<file path="config.mk">
export PLATFORM = sky130hd
export DESIGN_NAME = bxd_ctrl
export DESIGN_NICKNAME = d
export VERILOG_FILES = /design/src/hw/rtl/bxd_pkg.sv /design/src/hw/rtl/bxd_ctrl.sv
export SDC_FILE = /design/constraint.sdc
export NUM_CORES = 1
export LEC_CHECK = 0
export BUFFER_PORTS_ARGS = -buffer_cell sky130_fd_sc_hd__buf_2
export CAP_MARGIN = 30
export CELL_PAD_IN_SITES_DETAIL_PLACEMENT = 1
export CELL_PAD_IN_SITES_GLOBAL_PLACEMENT = 1
export CORE_AREA = 2 2 39 41
export CTS_CLUSTER_DIAMETER = 200
export DETAILED_ROUTE_END_ITERATION = 10
export DIE_AREA = 0 0 41 43
export GPL_TIMING_DRIVEN = 0
export PLACE_DENSITY_LB_ADDON = 0.2
export SKIP_CTS_REPAIR_TIMING = 1
export SLEW_MARGIN = 15
export SYNTH_ARGS = -nofsm -noshare
export SYNTH_HDL_FRONTEND = slang
export SYNTH_SLANG_ARGS = --single-unit
</file>
<file path="constraint.sdc">
create_clock -name clock -period 2.17 [get_ports clock]
set_clock_uncertainty 0.1 [all_clocks]
set_input_delay 0.651 -clock clock [delete_from_list [all_inputs] [get_ports clock]]
set_output_delay 0.651 -clock clock [all_outputs]
set_load 0.1 [all_outputs]
</file>
<file path="src/hw/rtl/bxd_pkg.sv">
// Shared constants, types and helper functions of the box-average downscaler.
package bxd_pkg;

   // Build-time sizing
   localparam int MAX_WIDTH    = 1024;
   localparam int MAX_HEIGHT   = 1024;
   localparam int MAX_RATIO    = 8;
   localparam int CHANNEL_BITS = 8;

   // Fixed field widths of the ports
   localparam int PIX_W       = 8;
   localparam int CFG_W       = 11;
   localparam int RATIO_CFG_W = 4;
   localparam int CSR_IDX_W   = 2;

   // Derived widths
   localparam int COL_W  = $clog2(MAX_WIDTH);
   localparam int ROW_W  = $clog2(MAX_HEIGHT);
   localparam int RAT_W  = $clog2(MAX_RATIO);
   localparam int SUM_W  = CHANNEL_BITS + 2 * RAT_W;
   localparam int CNT_W  = $clog2(MAX_RATIO * MAX_RATIO + 1);
   localparam int STEP_W = $clog2(SUM_W + 1);

   // Register indexes of the configuration port
   localparam logic [CSR_IDX_W-1:0] REG_IMAGE_WIDTH  = CSR_IDX_W'(0);
   localparam logic [CSR_IDX_W-1:0] REG_IMAGE_HEIGHT = CSR_IDX_W'(1);
   localparam logic [CSR_IDX_W-1:0] REG_BLOCK_RATIO  = CSR_IDX_W'(2);

   // Register reset values
   localparam logic [CFG_W-1:0]       WIDTH_RESET  = CFG_W'(1024);
   localparam logic [CFG_W-1:0]       HEIGHT_RESET = CFG_W'(1024);
   localparam logic [RATIO_CFG_W-1:0] RATIO_RESET  = RATIO_CFG_W'(2);

   localparam logic [SUM_W+PIX_W-1:0] CHAN_MASK = (SUM_W + PIX_W)'((64'd1 << CHANNEL_BITS) - 64'd1);

   // Three channel sums of one output column: index 0 red, 1 green, 2 blue
   typedef logic [2:0][SUM_W-1:0] bxd_sums_type;

   // Commands from the controller to the datapath
   typedef struct packed {
      logic capture;   // word accepted: latch pixel, read column sums
      logic update;    // accumulate, write back, advance position
      logic div_run;   // one divider step
      logic load_out;  // move quotients into the output register
   } bxd_cmd_type;

   // Status from the datapath to the controller
   typedef struct packed {
      logic emit;      // current pixel closes a block
      logic div_done;  // all quotient bits are done
      logic out_free;  // output register can take a new word
   } bxd_status_type;

   // Keep the used low bits of a channel, widened to a sum
   function automatic logic [SUM_W-1:0] chan_sum(input logic [PIX_W-1:0] v);
      logic [SUM_W+PIX_W-1:0] e;
      e = {{SUM_W{1'b0}}, v} & CHAN_MASK;
      return e[SUM_W-1:0];
   endfunction

   // Low byte of a quotient
   function automatic logic [PIX_W-1:0] out_byte(input logic [SUM_W-1:0] q);
      logic [SUM_W+PIX_W-1:0] e;
      e = {{PIX_W{1'b0}}, q};
      return e[PIX_W-1:0];
   endfunction

endpackage

</file>
<file path="src/hw/rtl/bxd_ctrl.sv">
// Controller state machine of the downscaler: sequences accept, update, divide, output.
module bxd_ctrl import bxd_pkg::*; (
   input  logic           clock,
   input  logic           reset,
   input  logic           req_valid,
   output logic           req_ready,
   input  bxd_status_type status,
   output bxd_cmd_type    cmd
);

   typedef enum logic [2:0] {
      ST_IDLE   = 3'b001,
      ST_UPDATE = 3'b010,
      ST_DIVIDE = 3'b100
   } bxd_state_type;

   bxd_state_type state_ff, state_in;

   // Next state and commands
   always_comb begin
      state_in  = state_ff;
      cmd       = '0;
      req_ready = 1'b0;
      unique case (state_ff)
         ST_IDLE: begin
            req_ready = 1'b1;
            if (req_valid) begin
               cmd.capture = 1'b1;
               state_in    = ST_UPDATE;
            end
         end
         ST_UPDATE: begin
            cmd.update = 1'b1;
            state_in   = status.emit ? ST_DIVIDE : ST_IDLE;
         end
         ST_DIVIDE: begin
            if (!status.div_done) begin
               cmd.div_run = 1'b1;
            end else if (status.out_free) begin
               cmd.load_out = 1'b1;
               state_in     = ST_IDLE;
            end
         end
         default: begin
            state_in = ST_IDLE;
         end
      endcase
   end

   always_ff @(posedge clock) begin
      if (reset) begin
         state_ff <= ST_IDLE;
      end else begin
         state_ff <= state_in;
      end
   end

endmodule

</file>
==> metrics.txt, run 1 <==
status completed; Clock power frac 45.6%; Synth cell types 12; TritonCTS Buffers 3; met3 usage 3.14%; Fin. Hold Viols 0; GRT Max-Usage Layer met2; number of global-route vias before repair 194; Slew Limit Fails 0; CP Launch Type primary input; Final Setup Violations 0; DR vias 194; crit path DAT between 1000 and 1500 ps; multiplexer area fraction after synthesis 0%; CP Class primary input to output port; Comb power frac 25.2%; Int Pwr 0.138 mW; Ys Warns 0; TritonCTS clock tree yes; CTS max path bufs 2; Die X 41 microns; CTS Root Cell clkbuf_4; IO Pins 11; biggest regs state_ff x3; PortBufs 10; sw frac between 30% and 40%; final worst slack 48.8 ps; gpl congestion a little under 0.7; Clk Latency, worst-skew pair 230 ps; Sequential Power Share 29.2%; Synth Cell Area 160 sq um; DRT Pass-1 Iters 1; post-synth top area share a little under two fifths; DRC violations left 0; Post-layout nets 40; worst vdd ir 0.176 mV; Remaining Overflow, GRT 0; most frequent cells in the layout buf_2, clkbuf_4; die height around 43 microns; crit share post-route 97.8%; met2 Use GR slightly above 10%; synthesized flop and latch total 3; clock sink count 3; NetSw 0.0720 mW; Filler cells 176; Syn Area/Cell 8.43 sq um; design area 313 sq um; cell type with the largest total area after synthesis dfxtp_1; Final Util 22.6%; area of the multi-input gates 119 sq um; worst hold path class flip-flop to flip-flop; RSZ-0062 raised after global routing false; vias per inst 3.96; Biggest register state_ff; Post-Synth Simple-Gate Area 43.0%; number of flip-flops in the largest register 3; crit path time final 2120 ps; most common cell after layout, fill and taps aside buf_2; total global-route track usage 7.13%; post-synthesis compound-gate area fraction 17.2%; Syn Nets 25; largest family of logic cells by synthesized area simple AND/OR/NAND/NOR gates; Final HPWL DP between 400 and 500 microns; htree depth 1; main area contributors after synthesis dfxtp_1, nand3b_1, nor3b_1; final WL between 400 and 500 microns; sequential cell area 63.8 sq um; worst slack, placed 11.1 ps; CORE AREA 1380 sq um; fmax 471 MHz; initial antenna violation count 0; global-route wire length before repair 772 microns; Worst Path Max Fanout 3; max_slew headroom slightly below 70%; Synth Area in Adders 0%; sequential area share after synthesis 37.5%; Slew @ Worst Pin 484 ps; dpl cell area around 250 sq um; pwr/cell area 671 nW/um^2; initial drt markers 0; Synth Area in XOR/XNOR 0%; r2r setup slk 920 ps; Inst Count DP 45; initial core utilization between 10% and 20%; GR Util met1 6.43%; number of max-cap violations 0; Leak 0.128 nW; Row Count 14; share of layout cells above drive strength 1 57.6%; n_diodes 0; CP endpoint kind output port; final std cells w/o fill 49; Crit path required time 1420 ps; ANT nets after route 0; largest net degree at the start of global routing 8; Worst-path clk slew 40 ps; Synth Instances 19; die area 1760 sq um; Layout Area Growth over Synthesis 95.3%; drt wl/cell 10.2 microns; TNS Setup 0 ps
-- cell type report --
cell class	instances	area share (%)
well taps	16	6.40
flip-flops and latches	3	20.4
repair buffers	10	25.6
inverters	1	1.20
clock buffers	4	8.40
multi-input cells	15	38.0
-- cell families (layout without fill, tap and decap cells) --
family                 Yosys count  after routing
AND/OR/NAND/NOR                 11             11
AO/OA/AOI/OAI                    4              4
flip-flops                       3              3
buffers and inverters            1             15
-- worst max-delay path: stages --
cell,delay [ps]
buf_2,80
nand4bb_1,140
inv_1,80
buf_2,420
-- power by group through the flow --
stage                     Sequential, mW  Combinational, mW  Clock [mW]
after floorplan                   0.0621             0.0415           0
after global placement            0.0633             0.0523           0
after detailed placement          0.0632             0.0532           0
after CTS                         0.0624             0.0534       0.102
after global routing              0.0617             0.0552       0.106
final                             0.0614             0.0529      0.0957
-- through the flow --
step | power [mW] | hold WS, ps
2_1_floorplan | 0.104 | 380
3_3_place_gp | 0.116 | 435
3_5_place_dp | 0.116 | 440
4_1_cts | 0.218 | 448
5_1_grt | 0.223 | 475
6_report | 0.210 | 439
-- routing by layer --
layer | vias to the layer above | share of wire (%)
li1 | 96 | -
met3 | 0 | 5.6
met1 | 93 | 38
met2 | 5 | 56
met4 | 0 | 0
met5 | - | 0
-- cells in the mapped netlist --
cell       n
dfxtp_1    3
nor2_1     3
nand2_1    2
nand3b_1   2
nor3b_1    2
a211oi_1   1
a21oi_1    1
inv_1      1
nand4bb_1  1
o21bai_1   1
o31ai_1    1
or3b_1     1
-- worst paths after layout --
kind / from / end / cells after the start
worst max-delay path: req_valid / cmd[3] / 4
worst min-delay path: state_ff[0]$_SDFFE_PP1P_ / state_ff[2]$_SDFFE_PP0P_ / 1
worst max register to register: state_ff[0]$_SDFFE_PP1P_ / state_ff[0]$_SDFFE_PP1P_ / 3
worst min register to register: state_ff[0]$_SDFFE_PP1P_ / state_ff[2]$_SDFFE_PP0P_ / 1
Note: power is estimated with default switching activity, not from simulation.
==> inputs of run 2 (changes only) <==
Settings changed: SETUP_SLACK_MARGIN from default to 0.1.
==> metrics.txt, run 2 (synthesis results as in run 1) <==
CP endpoint kind output port; CP Launch Type flip-flop; CTS Root Cell clkbuf_4; global-route wire length before repair 848 microns (+9.8%); met3 usage 1.57% (-1.6 points); Comb power frac 26.9% (+1.7 points); crit path time final 2080 ps (-37.9 ps); share of layout cells above drive strength 1 71.4% (+14 points); Int Pwr 0.143 mW (+3.5%); Leak 0.134 nW (+4.9%); number of max-cap violations 0 (unchanged); ANT nets after route 0 (unchanged); worst slack, placed -46.5 ps (-57.5 ps); Largest stage delay, worst path 440 ps (+20 ps); Worst Path Max Fanout 7 (+4); Crit-path slowest cell or3b_4; n_diodes 0 (unchanged); most common cell after layout, fill and taps aside buf_2; R2R cell count 3 (unchanged); CP Cell Sequence or3b_4 -> nor2_4 -> buf_12; clock sink count 3 (unchanged); DR vias 206 (+6.2%); Fin. Hold Viols 0 (unchanged); fmax 480 MHz (+1.8%); status completed; initial antenna violation count 0 (unchanged); final std cells w/o fill 51 (+4.1%); worst hold path class flip-flop to flip-flop; initial core utilization 11.6% (unchanged); sw frac 34.7% (+0.45 points); worst hold margin 397 ps (-41.7 ps); GR Util met1 8.33% (+1.9 points); Row Count 14 (unchanged); gpl congestion 0.713 (+3.0%); htree depth 1 (unchanged); hold-critical path depth 1 (unchanged); CTS max path bufs 2 (unchanged); die area 1760 sq um (unchanged); pwr/cell area 621 nW/um^2 (-7.6%); max_slew headroom 67.9% (about the same); DRT Pass-1 Iters 1 (unchanged); Die X 41 microns (unchanged); number of global-route vias before repair 207 (+6.7%); met2 Use GR 10.0% (-0.31 points); crit path DAT 1330 ps (-40 ps); dpl cell area 259 sq um (+5.6%); design area 353 sq um (+13%); final WL 502 microns (+0.60%); TNS Setup 0 ps (unchanged); Worst-path clk slew 40 ps (about the same); biggest regs state_ff x3; CP Class flip-flop to output port; Filler cells 153 (-13%); Remaining Overflow, GRT 0 (unchanged); Clock power frac 44.4% (-1.2 points); Biggest register state_ff; crit share post-route 96.0% (-1.7 points); TritonCTS Buffers 3 (unchanged); drt wl/cell 9.84 microns (-3.3%); total global-route track usage 7.32% (+0.19 points); Inst Count DP 45 (unchanged); largest net degree at the start of global routing 8 (unchanged); CORE AREA 1380 sq um (unchanged); worst vdd ir 0.153 mV (-13%); Post-layout nets 42 (+5.0%); IO Pins 11 (unchanged); RSZ-0062 raised after global routing true; most frequent cells in the layout buf_2, clkbuf_4, buf_4; Final HPWL DP 365 microns (-11%); NetSw 0.0760 mW (+5.6%); Clk Latency, worst-skew pair 230 ps (about the same); Slew @ Worst Pin 485 ps (+0.668 ps); die height 43 microns (unchanged); final worst slack 86.7 ps (+37.9 ps); initial drt markers 0 (unchanged); number of flip-flops in the largest register 3 (unchanged); TritonCTS clock tree yes; Slew Limit Fails 0 (unchanged); Crit path required time 1420 ps (about the same); Final Setup Violations 0 (unchanged); Layout Area Growth over Synthesis 120%; GRT Max-Usage Layer met2; vias per inst 4.04 (+2.0%); Sequential Power Share 28.7% (-0.5 points); PortBufs 10 (unchanged); DRC violations left 0 (unchanged)
[run 2: cell types whose count changed in the layout (fill, tap and decap cells not counted), sizes merged]
cell,previous run,this run
buf,10,12
clkinvlp,0,1
inv,1,0
[run 2: layout make-up]
type                       count  area [sq um]  area share [%]
sequential                     3          66.3            18.8
timing repair buffer          12          92.6            26.2
multi-input combinational     15           140            39.7
clock buffer                   4          26.3            7.45
inverter                       1          7.51            2.13
tap                           16          20.0            5.67
[run 2: per-stage QoR]
step                utilization, %  power [mW]
floorplan                        -       0.105
global placement              18.7       0.117
detailed placement            18.7       0.118
CTS                           20.6       0.221
global route                  25.5       0.231
finish                        25.5       0.219
[run 2: per-layer routing]
layer / wire, microns / share of wire, % / vias to the layer above
met3: 33 / 6.6 / 0
met4: 0 / 0 / 0
met2: 262 / 52 / 7
met5: 0 / 0 / -
li1: - / - / 101
met1: 206 / 41 / 98
[run 2: power groups by stage]
stage	Combinational, mW	Sequential [mW]	Clock [mW]
floorplan	0.0433	0.0621	0
global placement	0.0540	0.0633	0
detailed placement	0.0544	0.0635	0
CTS	0.0545	0.0628	0.104
global route	0.0623	0.0634	0.106
finish	0.0589	0.0629	0.0972
[run 2: worst paths after layout]
kind                               to                      from  slack [ps]
max                            cmd[0]  state_ff[1]$_SDFFE_PP0P_          90
min          state_ff[2]$_SDFFE_PP0P_  state_ff[0]$_SDFFE_PP1P_         400
max reg2reg  state_ff[0]$_SDFFE_PP1P_  state_ff[1]$_SDFFE_PP0P_         920
min reg2reg  state_ff[2]$_SDFFE_PP0P_  state_ff[0]$_SDFFE_PP1P_         400
[run 2: worst max-delay path: cells and delay by family (launching register included)]
kind / cells / cell delay, ps
buf+inv: 1 / 180
flops: 1 / 350
simple gates: 2 / 580
==> inputs of run 3 (changes only) <==
Settings changed: CTS_CLUSTER_SIZE from default to 20, REMOVE_ABC_BUFFERS from default to 1.
==> metrics.txt, run 3 (synthesis results as in run 1) <==
die height 43 microns (unchanged); drt wl/cell 10.2 microns (+3.3%); crit path DAT 1320 ps (about the same); R2R cell count 3 (unchanged); most frequent cells in the layout buf_2, clkbuf_4; Slew Limit Fails 0 (unchanged); Post-layout nets 40 (-4.8%); crit share post-route 95.2% (-0.77 points); vias per inst 3.96 (-2.0%); met2 wire len 253 microns (-3.4%); Sequential Power Share 28.8% (about the same); global-route wire length before repair 834 microns (-1.7%); met3 wire length 20 microns (-39%); initial antenna violation count 0 (unchanged); fmax 484 MHz (+0.80%); initial core utilization 11.6% (unchanged); PortBufs 10 (unchanged); worst hold margin 378 ps (-18.6 ps); Die X 41 microns (unchanged); Filler cells 165 (+7.8%); worst vdd ir 0.214 mV (+40%); Biggest register state_ff; design area 314 sq um (-11%); gpl congestion 0.692 (-2.9%); Row Count 14 (unchanged); HP Start state_ff[0]$_SDFFE_PP1P_; most common cell after layout, fill and taps aside buf_2; clock sink count 3 (unchanged); Crit Reg-Reg Startpoint state_ff[2]$_SDFFE_PP0P_; Remaining Overflow, GRT 0 (unchanged); CTS max path bufs 2 (unchanged); r2r setup slk 950 ps (+30 ps); worst hold path class flip-flop to flip-flop; Worst-path clk slew 40 ps (about the same); Reg-to-Reg End state_ff[0]$_SDFFE_PP1P_; Slew @ Worst Pin 483 ps (-2.36 ps); share of layout cells above drive strength 1 54.5% (-17 points); IO Pins 11 (unchanged); DRT Pass-1 Iters 1 (unchanged); RSZ-0062 raised after global routing true; DR vias 194 (-5.8%); Fin. Hold Viols 0 (unchanged); CTS Root Cell clkbuf_4; CORE AREA 1380 sq um (unchanged); die area 1760 sq um (unchanged); Worst Setup SP state_ff[2]$_SDFFE_PP0P_; htree depth 1 (unchanged); Comb power frac 25.2% (-1.7 points); number of max-cap violations 0 (unchanged); status completed; Hold Crit Endpoint state_ff[2]$_SDFFE_PP0P_; Clk Latency, worst-skew pair 230 ps (about the same); TritonCTS clock tree yes; Clock power frac 45.9% (+1.5 points); NetSw 0.0745 mW (-2.0%); number of global-route vias before repair 204 (-1.4%); Final Setup Violations 0 (unchanged); DRC violations left 0 (unchanged); max_slew headroom 68.0% (+0.16 points); Crit path required time 1420 ps (about the same); Layout Area Growth over Synthesis 96.1%; CP Class flip-flop to output port; TritonCTS Buffers 3 (unchanged); largest net degree at the start of global routing 8 (unchanged); final WL 498 microns (-0.80%); Metal-1 WL 209 microns (+1.5%); uppermost layer routed met4; Worst Path Max Fanout 7 (unchanged); ANT nets after route 0 (unchanged); total global-route track usage 7.52% (+0.20 points); Leak 0.124 nW (-7.6%); n_diodes 0 (unchanged); initial drt markers 0 (unchanged); sw frac 34.9% (+0.21 points); Final HPWL DP 378 microns (+3.5%); number of flip-flops in the largest register 3 (unchanged); crit path time final 2070 ps (-16.6 ps); CP endpoint kind output port; dpl cell area 230 sq um (-11%); Int Pwr 0.139 mW (-2.9%); CP Launch Type flip-flop; biggest regs state_ff x3; pwr/cell area 679 nW/um^2 (+9.5%); hold-critical path depth 1 (unchanged)
==> run 3: changes by cell type in the layout (fill, tap and decap cells not counted), sizes merged <==
cell	before	now
buf	12	9
clkbuf	4	5
clkinvlp	1	0
inv	0	1
==> run 3: layer usage <==
metal	vias up	track usage (%)
met4	0	10.0
met1	89	8.01
met5	-	0
met2	6	10.0
li1	97	-
met3	2	1.57
==> run 3: worst max-delay path by stage <==
stage,end,cells after the start
6_report,cmd[0],3
3_5_place_dp,cmd[3],4
3_3_place_gp,cmd[3],4
4_1_cts,cmd[0],3
5_1_grt,cmd[0],3
2_1_floorplan,cmd[2],1
==> run 3: through the flow <==
stage,utilization (%),std cells,worst slack [ps],power (mW),setup TNS (ps)
2_1_floorplan,-,19,-1190,0.102,-3580
5_1_grt,22.7,49,62.3,0.226,0
6_report,22.7,49,103,0.213,0
3_3_place_gp,16.6,45,30.2,0.114,0
3_5_place_dp,16.6,45,36.2,0.115,0
4_1_cts,18.5,49,-201,0.219,-381
==> run 3: worst max-delay path, stage by stage, from the launching register on <==
cell and delay, ps:
dfxtp_4 360, or3b_4 420, nor2_4 120, buf_12 180
==> run 3: layout make-up <==
type / instances / area [sq um] / share of cell area, %
timing repair buffer: 10 / 85.1 / 27.1
sequential: 3 / 65.1 / 20.7
multi-input combinational: 15 / 114 / 36.3
tap: 16 / 20.0 / 6.37
inverter: 1 / 3.75 / 1.20
clock buffer: 4 / 26.3 / 8.37
==> run 3: power groups by stage <==
stage	clock [mW]	sequential, mW	combinational (mW)
final	0.0980	0.0615	0.0538
after global routing	0.108	0.0620	0.0568
after CTS	0.105	0.0621	0.0519
after detailed placement	0	0.0630	0.0517
after global placement	0	0.0628	0.0511
after floorplan	0	0.0617	0.0403
